**src/rtl/erd_pkg.sv**
```systemverilog
// Shared types and constants for the escaped record deframer.
// Used by erd_parser, erd_out_buf and escaped_record_deframer.
`timescale 1ns / 1ps

package erd_pkg;

  localparam logic [7:0]  MARKER       = 8'hFF;
  localparam logic [7:0]  ESCAPE       = 8'hFE;
  localparam logic [7:0]  ESC_OFFSET   = 8'd2;
  localparam logic [15:0] CELL_LENGTH  = 16'd53;
  localparam logic [15:0] HEADER_BYTES = 16'd12;

  localparam logic [15:0] MAX_LEN_RESET   = 16'd16384;
  localparam logic [6:0]  CELL_CODE_RESET = 7'd3;

  // register indexes on the configuration port
  localparam logic [1:0] CFG_MAX_LEN   = 2'd0;
  localparam logic [1:0] CFG_CELL_CODE = 2'd1;

  localparam logic [1:0] KIND_HEADER  = 2'd0;
  localparam logic [1:0] KIND_PAYLOAD = 2'd1;
  localparam logic [1:0] KIND_ERROR   = 2'd2;

  localparam logic [1:0] ERR_MARK_HEAD = 2'd0;
  localparam logic [1:0] ERR_MARK_BODY = 2'd1;
  localparam logic [1:0] ERR_TOO_LONG  = 2'd2;
  localparam logic [1:0] ERR_CELL_LEN  = 2'd3;

  typedef struct packed {
    logic [1:0]  kind;
    logic [23:0] micros;
    logic [31:0] seconds;
    logic [7:0]  origin;
    logic [6:0]  protocol;
    logic        direction;
    logic [15:0] payload_length;
    logic [7:0]  data_byte;
    logic        last;
    logic [1:0]  error_code;
  } result_t;

endpackage

```
**src/rtl/erd_parser.sv**
```systemverilog
// Byte parser: marker hunt, unescaping, header assembly and checks, payload count.
// Depends on erd_pkg for constants and the result struct.
`timescale 1ns / 1ps

module erd_parser (
  input  logic              clk,
  input  logic              rst_n,
  input  logic              in_fire,
  input  logic [7:0]        in_byte,
  input  logic [15:0]       max_len,
  input  logic [6:0]        cell_code,
  output logic              res_valid,
  output erd_pkg::result_t  res
);

  typedef enum logic [1:0] {PH_HUNT, PH_HEAD, PH_BODY} phase_t;

  phase_t      phase_r, phase_nxt;
  logic        esc_r, esc_nxt;
  logic [15:0] cnt_r, cnt_nxt;
  logic [23:0] micros_r, micros_nxt;
  logic [31:0] seconds_r, seconds_nxt;
  logic [7:0]  origin_r, origin_nxt;
  logic [7:0]  flag_r, flag_nxt;
  logic [15:0] length_r, length_nxt;

  logic [7:0]  val;
  logic        take;
  logic [15:0] cnt_inc;

  always_comb begin
    val         = esc_r ? (in_byte + erd_pkg::ESC_OFFSET) : in_byte;
    cnt_inc     = cnt_r + 16'd1;
    take        = 1'b0;
    phase_nxt   = phase_r;
    esc_nxt     = esc_r;
    cnt_nxt     = cnt_r;
    micros_nxt  = micros_r;
    seconds_nxt = seconds_r;
    origin_nxt  = origin_r;
    flag_nxt    = flag_r;
    length_nxt  = length_r;
    res_valid   = 1'b0;
    res         = '0;

    case (phase_r)
      PH_HEAD, PH_BODY: begin
        if (in_fire) begin
          if (esc_r) begin
            esc_nxt = 1'b0;
            take    = 1'b1;
          end else if (in_byte == erd_pkg::MARKER) begin
            // marker inside a record: flag it and restart the header
            res_valid      = 1'b1;
            res.kind       = erd_pkg::KIND_ERROR;
            res.last       = 1'b1;
            res.error_code = (phase_r == PH_HEAD) ? erd_pkg::ERR_MARK_HEAD
                                                  : erd_pkg::ERR_MARK_BODY;
            phase_nxt      = PH_HEAD;
            cnt_nxt        = '0;
          end else if (in_byte == erd_pkg::ESCAPE) begin
            esc_nxt = 1'b1;
          end else begin
            take = 1'b1;
          end
        end
      end
      default: begin
        if (in_fire && in_byte == erd_pkg::MARKER) begin
          phase_nxt = PH_HEAD;
          cnt_nxt   = '0;
          esc_nxt   = 1'b0;
        end
      end
    endcase

    if (take && phase_r == PH_HEAD) begin
      if (cnt_r <= 16'd2) begin
        micros_nxt = {micros_r[15:0], val};
      end else if (cnt_r >= 16'd4 && cnt_r <= 16'd7) begin
        seconds_nxt = {seconds_r[23:0], val};
      end else if (cnt_r == 16'd8) begin
        origin_nxt = val;
      end else if (cnt_r == 16'd9) begin
        flag_nxt = val;
      end else if (cnt_r >= 16'd10) begin
        length_nxt = {length_r[7:0], val};
      end
      cnt_nxt = cnt_inc;
      if (cnt_inc >= erd_pkg::HEADER_BYTES) begin
        res_valid = 1'b1;
        if (flag_nxt[7:1] == cell_code && length_nxt != erd_pkg::CELL_LENGTH) begin
          res.kind       = erd_pkg::KIND_ERROR;
          res.last       = 1'b1;
          res.error_code = erd_pkg::ERR_CELL_LEN;
          phase_nxt      = PH_HUNT;
        end else if (length_nxt > max_len) begin
          res.kind       = erd_pkg::KIND_ERROR;
          res.last       = 1'b1;
          res.error_code = erd_pkg::ERR_TOO_LONG;
          phase_nxt      = PH_HUNT;
        end else begin
          res.kind           = erd_pkg::KIND_HEADER;
          res.micros         = micros_nxt;
          res.seconds        = seconds_nxt;
          res.origin         = origin_nxt;
          res.protocol       = flag_nxt[7:1];
          res.direction      = flag_nxt[0];
          res.payload_length = length_nxt;
          res.last           = (length_nxt == 16'd0);
          cnt_nxt            = '0;
          phase_nxt          = (length_nxt == 16'd0) ? PH_HUNT : PH_BODY;
        end
      end
    end

    if (take && phase_r == PH_BODY) begin
      cnt_nxt       = cnt_inc;
      res_valid     = 1'b1;
      res.kind      = erd_pkg::KIND_PAYLOAD;
      res.data_byte = val;
      if (cnt_inc >= length_r) begin
        res.last  = 1'b1;
        phase_nxt = PH_HUNT;
      end
    end
  end

  always_ff @(posedge clk) begin
    if (!rst_n) begin
      phase_r <= PH_HUNT;
      esc_r   <= 1'b0;
      cnt_r   <= '0;
    end else begin
      phase_r <= phase_nxt;
      esc_r   <= esc_nxt;
      cnt_r   <= cnt_nxt;
    end
    micros_r  <= micros_nxt;
    seconds_r <= seconds_nxt;
    origin_r  <= origin_nxt;
    flag_r    <= flag_nxt;
    length_r  <= length_nxt;
  end

  a_err_last: assert property (@(posedge clk) disable iff (!rst_n)
    (res_valid && res.kind == erd_pkg::KIND_ERROR) |-> res.last)
    else $error("error result without last");

  a_esc_in_record: assert property (@(posedge clk) disable iff (!rst_n)
    esc_r |-> (phase_r == PH_HEAD || phase_r == PH_BODY))
    else $error("escape pending outside a record");

  a_head_count: assert property (@(posedge clk) disable iff (!rst_n)
    (phase_r == PH_HEAD) |-> (cnt_r < erd_pkg::HEADER_BYTES))
    else $error("header byte count overran");

endmodule

```
**src/rtl/erd_out_buf.sv**
```systemverilog
// Two-entry result buffer (head plus skid register) between parser and output port.
// Depends on erd_pkg for the result struct.
`timescale 1ns / 1ps

module erd_out_buf (
  input  logic              clk,
  input  logic              rst_n,
  input  logic              push,
  input  erd_pkg::result_t  push_data,
  output logic              not_full,
  output logic              out_valid,
  input  logic              out_ready,
  output erd_pkg::result_t  out_data
);

  logic             head_v_r, head_v_nxt;
  logic             skid_v_r, skid_v_nxt;
  erd_pkg::result_t head_r, head_nxt;
  erd_pkg::result_t skid_r, skid_nxt;
  logic             pop;

  assign pop       = head_v_r && out_ready;
  assign not_full  = !skid_v_r;
  assign out_valid = head_v_r;
  assign out_data  = head_r;

  always_comb begin
    head_v_nxt = head_v_r;
    skid_v_nxt = skid_v_r;
    head_nxt   = head_r;
    skid_nxt   = skid_r;
    if (pop) begin
      if (skid_v_r) begin
        head_nxt = skid_r;
        if (push) begin
          skid_nxt = push_data;
        end else begin
          skid_v_nxt = 1'b0;
        end
      end else if (push) begin
        head_nxt = push_data;
      end else begin
        head_v_nxt = 1'b0;
      end
    end else if (push) begin
      if (!head_v_r) begin
        head_nxt   = push_data;
        head_v_nxt = 1'b1;
      end else begin
        skid_nxt   = push_data;
        skid_v_nxt = 1'b1;
      end
    end
  end

  always_ff @(posedge clk) begin
    if (!rst_n) begin
      head_v_r <= 1'b0;
      skid_v_r <= 1'b0;
    end else begin
      head_v_r <= head_v_nxt;
      skid_v_r <= skid_v_nxt;
    end
    head_r <= head_nxt;
    skid_r <= skid_nxt;
  end

  a_skid_order: assert property (@(posedge clk) disable iff (!rst_n)
    skid_v_r |-> head_v_r)
    else $error("skid entry held without head entry");

  a_out_hold: assert property (@(posedge clk) disable iff (!rst_n)
    (out_valid && !out_ready) |=> (out_valid && $stable(out_data)))
    else $error("output result changed while stalled");

  a_push_room: assert property (@(posedge clk) disable iff (!rst_n)
    push |-> not_full)
    else $error("push into a full buffer");

endmodule

```
**src/rtl/escaped_record_deframer.sv**
```systemverilog
// Each result is registered in the output buffer's head or skid register before out_valid offers it.
// Throughput: one byte per cycle; in_ready drops only while two results wait at the output.
// Results always leave from a register; the two-entry output buffer sets the slack.
// Reset (rst_n low, synchronous): hunt for a marker, empty output buffer,
// max_record_length back to 16384 and cell_protocol_code back to 3.
`timescale 1ns / 1ps

module escaped_record_deframer (
  input  logic        clk,
  input  logic        rst_n,
  input  logic        in_valid,
  output logic        in_ready,
  input  logic [7:0]  in_byte,
  output logic        out_valid,
  input  logic        out_ready,
  output logic [1:0]  out_kind,
  output logic [23:0] out_micros,
  output logic [31:0] out_seconds,
  output logic [7:0]  out_origin,
  output logic [6:0]  out_protocol,
  output logic        out_direction,
  output logic [15:0] out_payload_length,
  output logic [7:0]  out_data_byte,
  output logic        out_last,
  output logic [1:0]  out_error_code,
  input  logic        cfg_valid,
  output logic        cfg_ready,
  input  logic [1:0]  cfg_index,
  input  logic [15:0] cfg_data
);

  logic [15:0]      max_len_r;
  logic [6:0]       cell_code_r;
  logic             in_fire;
  logic             res_valid;
  erd_pkg::result_t res;
  erd_pkg::result_t out_res;

  assign cfg_ready = 1'b1;
  assign in_fire   = in_valid && in_ready;

  always_ff @(posedge clk) begin
    if (!rst_n) begin
      max_len_r   <= erd_pkg::MAX_LEN_RESET;
      cell_code_r <= erd_pkg::CELL_CODE_RESET;
    end else if (cfg_valid) begin
      case (cfg_index)
        erd_pkg::CFG_MAX_LEN:   max_len_r   <= cfg_data;
        erd_pkg::CFG_CELL_CODE: cell_code_r <= cfg_data[6:0];
        default: ;
      endcase
    end
  end

  erd_parser u_parser (
    .clk       (clk),
    .rst_n     (rst_n),
    .in_fire   (in_fire),
    .in_byte   (in_byte),
    .max_len   (max_len_r),
    .cell_code (cell_code_r),
    .res_valid (res_valid),
    .res       (res)
  );

  erd_out_buf u_out_buf (
    .clk       (clk),
    .rst_n     (rst_n),
    .push      (res_valid),
    .push_data (res),
    .not_full  (in_ready),
    .out_valid (out_valid),
    .out_ready (out_ready),
    .out_data  (out_res)
  );

  assign out_kind           = out_res.kind;
  assign out_micros         = out_res.micros;
  assign out_seconds        = out_res.seconds;
  assign out_origin         = out_res.origin;
  assign out_protocol       = out_res.protocol;
  assign out_direction      = out_res.direction;
  assign out_payload_length = out_res.payload_length;
  assign out_data_byte      = out_res.data_byte;
  assign out_last           = out_res.last;
  assign out_error_code     = out_res.error_code;

endmodule
```
**config.mk**
```make
export PLATFORM = sky130hd
export DESIGN_NAME = escaped_record_deframer
export DESIGN_NICKNAME = d
export VERILOG_FILES = /design/src/rtl/erd_pkg.sv /design/src/rtl/erd_parser.sv /design/src/rtl/erd_out_buf.sv /design/src/rtl/escaped_record_deframer.sv
export SDC_FILE = /design/constraint.sdc
export NUM_CORES = 1
export LEC_CHECK = 0
export ABC_AREA = 0
export BUFFER_PORTS_ARGS = -buffer_cell sky130_fd_sc_hd__buf_2
export CAP_MARGIN = 0
export CELL_PAD_IN_SITES_DETAIL_PLACEMENT = 2
export CELL_PAD_IN_SITES_GLOBAL_PLACEMENT = 2
export CORE_ASPECT_RATIO = 2
export CORE_MARGIN = 3
export CORE_UTILIZATION = 36
export CTS_CLUSTER_SIZE = 30
export DETAILED_ROUTE_END_ITERATION = 8
export PLACE_DENSITY = 0.85
export RECOVER_POWER = 100
export SETUP_SLACK_MARGIN = 0.2
export SYNTH_ARGS = -nofsm -noshare
export SYNTH_HDL_FRONTEND = slang
export SYNTH_SLANG_ARGS = --single-unit
```
**constraint.sdc**
```tcl
create_clock -name clk -period 7.7 [get_ports clk]
set_input_delay 1.155 -clock clk [delete_from_list [all_inputs] [get_ports clk]]
set_output_delay 1.155 -clock clk [all_outputs]
set_load 0.02 [all_outputs]
```
==> metrics.md <==
| Metric | Value |
|---|---|
| Die Span X | `152 um` |
| Commonest cells after routing, fill and taps aside | `sky130_fd_sc_hd__edfxtp_1, sky130_fd_sc_hd__nand2_1, sky130_fd_sc_hd__nor2_1` |
| Share of synthesized cell area in full adder, half adder and majority cells | `3.18%` |
| Largest net degree at the start of global routing | `177` |
| Basic-gate share of the synthesized area counting and, or, nand and nor cells | `between 10% and 20%` |
| Routability congestion estimate | `0.904` |
| Post-synthesis mux area share | `3.55%` |
| Final-report hold violation count | `0` |
| Number of nets at the end of the flow | `around 1600` |
| Crit path launch type | `flop` |
| Critical path capture point type | `flop` |
| Nets in the synthesized netlist | `1440` |
| Max Clock Freq | `0.162 GHz` |
| GRT overflow | `0` |
| Slew HR | `-85.4%` |
| Accumulated negative setup slack | `0 ns` |
| Start-to-end type of the worst setup path | `reg -> reg` |
| Post-Place Worst Slack | `2.04 ns` |
| Prevailing post-synth register cell | `sky130_fd_sc_hd__edfxtp_1` |
| Die boundary height | `between 200 and 300 um` |
| Post-Synthesis Mean Instance Area | `11.2 um^2` |
| Total detailed-routing wirelength | `50.4 mm` |
| Number of storage elements in the synthesis netlist | `between 300 and 400` |
| CP top delay family | `simple AND/OR/NAND/NOR gates` |
| Hold_buf cts | `0` |
| Ratio of cells with drive above 1 in the final layout | `7.04%` |
| Critical-path cell list | `ha_1 -> nand3_1 -> nor4_1 -> xor2_1 -> a2111oi_0 -> a41oi_1 -> nor2_1 -> nor2_1 -> buf_12` |
| Clock Sink Count | `334` |
| Global-route wire length before repair | `about 76 mm` |
| Via-to-Cell Ratio | `approximately 5.4` |
| Violated checks | `max-capacitance violations, max-slew violations` |
| DP Wirelength | `35.2 mm` |
| Rows | `106` |
| WP data required | `7.92 ns` |
| Critical path peak fanout | `77` |
| Worst Tran Pin Value | `between 2 and 3 ns` |
| TritonCTS clock tree | `done` |
| Count of antenna-violating nets left after detailed routing | `0` |
| Buf+Inv Stages, Crit Path | `1` |
| Final slew viol count | `214` |
| First-pass DRT Iterations | `4` |
| Port bufs | `approximately 130` |
| Synth Instances | `about 1400` |
| Area enclosed by the die boundary | `0.0453 mm^2` |
| Largest family of logic cells by synthesized area | `simple AND/OR/NAND/NOR gates` |
| Final critical-path share of the clock period | `80.4%` |
| Yosys cell types | `70` |
| RSZ-0062 raised after global routing | `false` |
| Wire per inst | `24.6 um` |
| Number of max-cap violations | `6` |
| Number of buffers added by the clock tree synthesis step | `30` |
| Number of global-route vias before repair | `about 12000` |
| Most common cell on crit path | `sky130_fd_sc_hd__nor2_1` |
| Most common library cell in the layout ignoring fill and taps | `sky130_fd_sc_hd__edfxtp_1` |
| Worst path max stage delay | `1.93 ns` |
| Worst min-delay path category | `reg -> reg` |
| DR iter-0 viols | `630` |
| EDFF count, synth | `290` |
| Synthesis-to-finish area growth | `13.1%` |
| CTS HTree Levels | `1` |
| PnR worst setup slack | `1.51 ns` |
| Library cell contributing the largest single delay on the critical path | `sky130_fd_sc_hd__nor2_1` |
| Floorplan core area | `0.0419 mm^2` |
| Post-detailed-route DRC marker count | `0` |
| Clock Latency Late Sink | `between 0.5 and 0.6 ns` |
| Area of the mapped netlist | `0.0153 mm^2` |
| Setup bufs post-CTS | `0` |
| Vias after detailed routing | `~11000` |
| Initial antenna violation count | `2` |
| XOR/XNOR Fraction of Synth Area | `2.40%` |
| Number of placed I/O pins | `between 100 and 150` |
| Run status | `finished, violations left` |
| Maximum clock insertion buffer count | `3` |
| Pwr/cell area | `around 210 mW/mm^2` |
| Total global-route track usage | `between 20 and 25%` |
| Number of warning messages in the yosys log | `0` |
| CTS root buf | `sky130_fd_sc_hd__clkbuf_16` |
| Setup clock skew after layout | `0.0114 ns` |
| Share of the synthesized area in compound gates (AO/OA/AOI/OAI) | `about a tenth` |
| Peak supply drop | `~0.15 mV` |
| Arrival time at the worst endpoint | `approximately 6.4 ns` |
| Final min period | `6.19 ns` |
| Sequential cell area fraction in the yosys report | `62.5%` |
| Async SR Flop Fraction | `0%` |
| Leakage | `6.28 nW` |
| CTS resizes | `0` |
| Final-report setup violation count | `0` |
| Initial Utilization | `between 30% and 40%` |
| Clk pin slew, worst setup/hold paths | `about 0.080 ns` |
## where the power goes
group / internal [mW] / leakage (nW) / total, mW / switching (mW)
logic: 0.0243 / 3.15 / 0.0704 / 0.0461
registers: 1.94 / 2.64 / 1.94 / 0.00387
clock network: 0.872 / 0.487 / 1.58 / 0.710
total: 2.84 / 6.28 / 3.60 / 0.760
## cells in the mapped netlist (5+ instances only)
library cell | number | share of area (%)
sky130_fd_sc_hd__a32oi_1 | 6 | 0.34
sky130_fd_sc_hd__nor3_1 | 18 | 0.59
sky130_fd_sc_hd__inv_1 | 134 | 3.3
sky130_fd_sc_hd__xor2_1 | 20 | 1.1
sky130_fd_sc_hd__dfxtp_1 | 44 | 5.7
sky130_fd_sc_hd__clkbuf_1 | 43 | 1.1
sky130_fd_sc_hd__buf_2 | 14 | 0.46
sky130_fd_sc_hd__a21oi_1 | 34 | 1.1
sky130_fd_sc_hd__ha_1 | 39 | 3.2
sky130_fd_sc_hd__a21o_1 | 18 | 0.88
sky130_fd_sc_hd__nor4_1 | 12 | 0.49
sky130_fd_sc_hd__nand2_1 | 184 | 4.5
sky130_fd_sc_hd__mux2i_1 | 51 | 3.3
sky130_fd_sc_hd__o211ai_1 | 5 | 0.24
sky130_fd_sc_hd__nand4_1 | 13 | 0.53
sky130_fd_sc_hd__nor2_1 | 143 | 3.5
sky130_fd_sc_hd__buf_1 | 5 | 0.12
sky130_fd_sc_hd__buf_6 | 6 | 0.44
sky130_fd_sc_hd__nor2b_1 | 12 | 0.49
sky130_fd_sc_hd__a21boi_0 | 17 | 0.83
sky130_fd_sc_hd__o21ai_0 | 135 | 4.4
sky130_fd_sc_hd__nand3_1 | 25 | 0.82
sky130_fd_sc_hd__edfxtp_1 | 290 | 57
sky130_fd_sc_hd__xnor2_1 | 15 | 0.86
sky130_fd_sc_hd__a31oi_1 | 7 | 0.29
## per-layer routing
metal | vias to the layer above | GRT usage (%) | share of wire [%]
met1 | 5620 | 22.5 | 36
li1 | 5019 | - | -
met3 | 116 | 1.89 | 2.9
met5 | - | 0 | 0
met4 | 0 | 10.3 | 5.2
met2 | 263 | 42.4 | 56
## cell type report
type,instances,area (um^2)
fillers,4407,24600
flip-flops and latches,334,9590
multi-input cells,830,4890
clock buffers,34,787
well taps,540,676
repair buffers,150,664
inverters,135,509
clock inverters,22,223
diodes,4,10.0
## registers in the layout, summed over array words and instances (netlist names)
signal               count
u_out_buf.skid_r       101
u_parser.micros_r       24
u_parser.phase_r         2
u_parser.esc_r           1
u_parser.seconds_r      32
u_out_buf.skid_v_r       1
u_out_buf.out_data     101
u_parser.length_r       16
max_len_r               16
cell_code_r              7
u_parser.origin_r        8
u_parser.cnt_r          16
u_out_buf.out_valid      1
u_parser.flag_r          8
## path summary, 6_finish.rpt
path                           from                    to  slack (ns)  cells past startpoint
hold / removal        max_len_r[15]         max_len_r[15]        0.47                      2
setup / recovery  u_parser.cnt_r[0]  u_out_buf.skid_r[22]        1.51                      9
hold reg to reg       max_len_r[15]         max_len_r[15]        0.47                      2
setup reg to reg  u_parser.cnt_r[0]  u_out_buf.skid_r[22]        1.51                      9
## metrics by stage
stage	hold WS, ns	power, mW	cells	cell area, um^2	util [%]
5_1_grt	0.502	3.70	2049	17300	41.4
6_report	0.473	3.60	2049	17300	41.4
4_1_cts	0.476	3.63	2045	17600	41.9
2_1_floorplan	0.443	2.02	1370	15300	-
3_3_place_gp	0.461	2.05	1989	16500	39.5
3_5_place_dp	0.466	2.05	1989	16500	39.5
## worst min-delay path, delay by kind of cell, from the launching register on
kind / cells / cell delay, ns
DFF: 1 / 0.31
AOI/OAI and AO/OA: 1 / 0.06
and+or+nand+nor: 1 / 0.05
## logic make-up (layout without fill, tap and decap cells)
group / count (synthesis) / in the layout
simple gates: 444 / 444
mux: 53 / 53
other cells: 1 / 5
fa+ha+maj: 39 / 39
buf+inv: 206 / 341
compound gates: 255 / 255
flops: 334 / 334
xor+xnor: 38 / 38
Note: power is estimated with default switching activity, not from simulation.
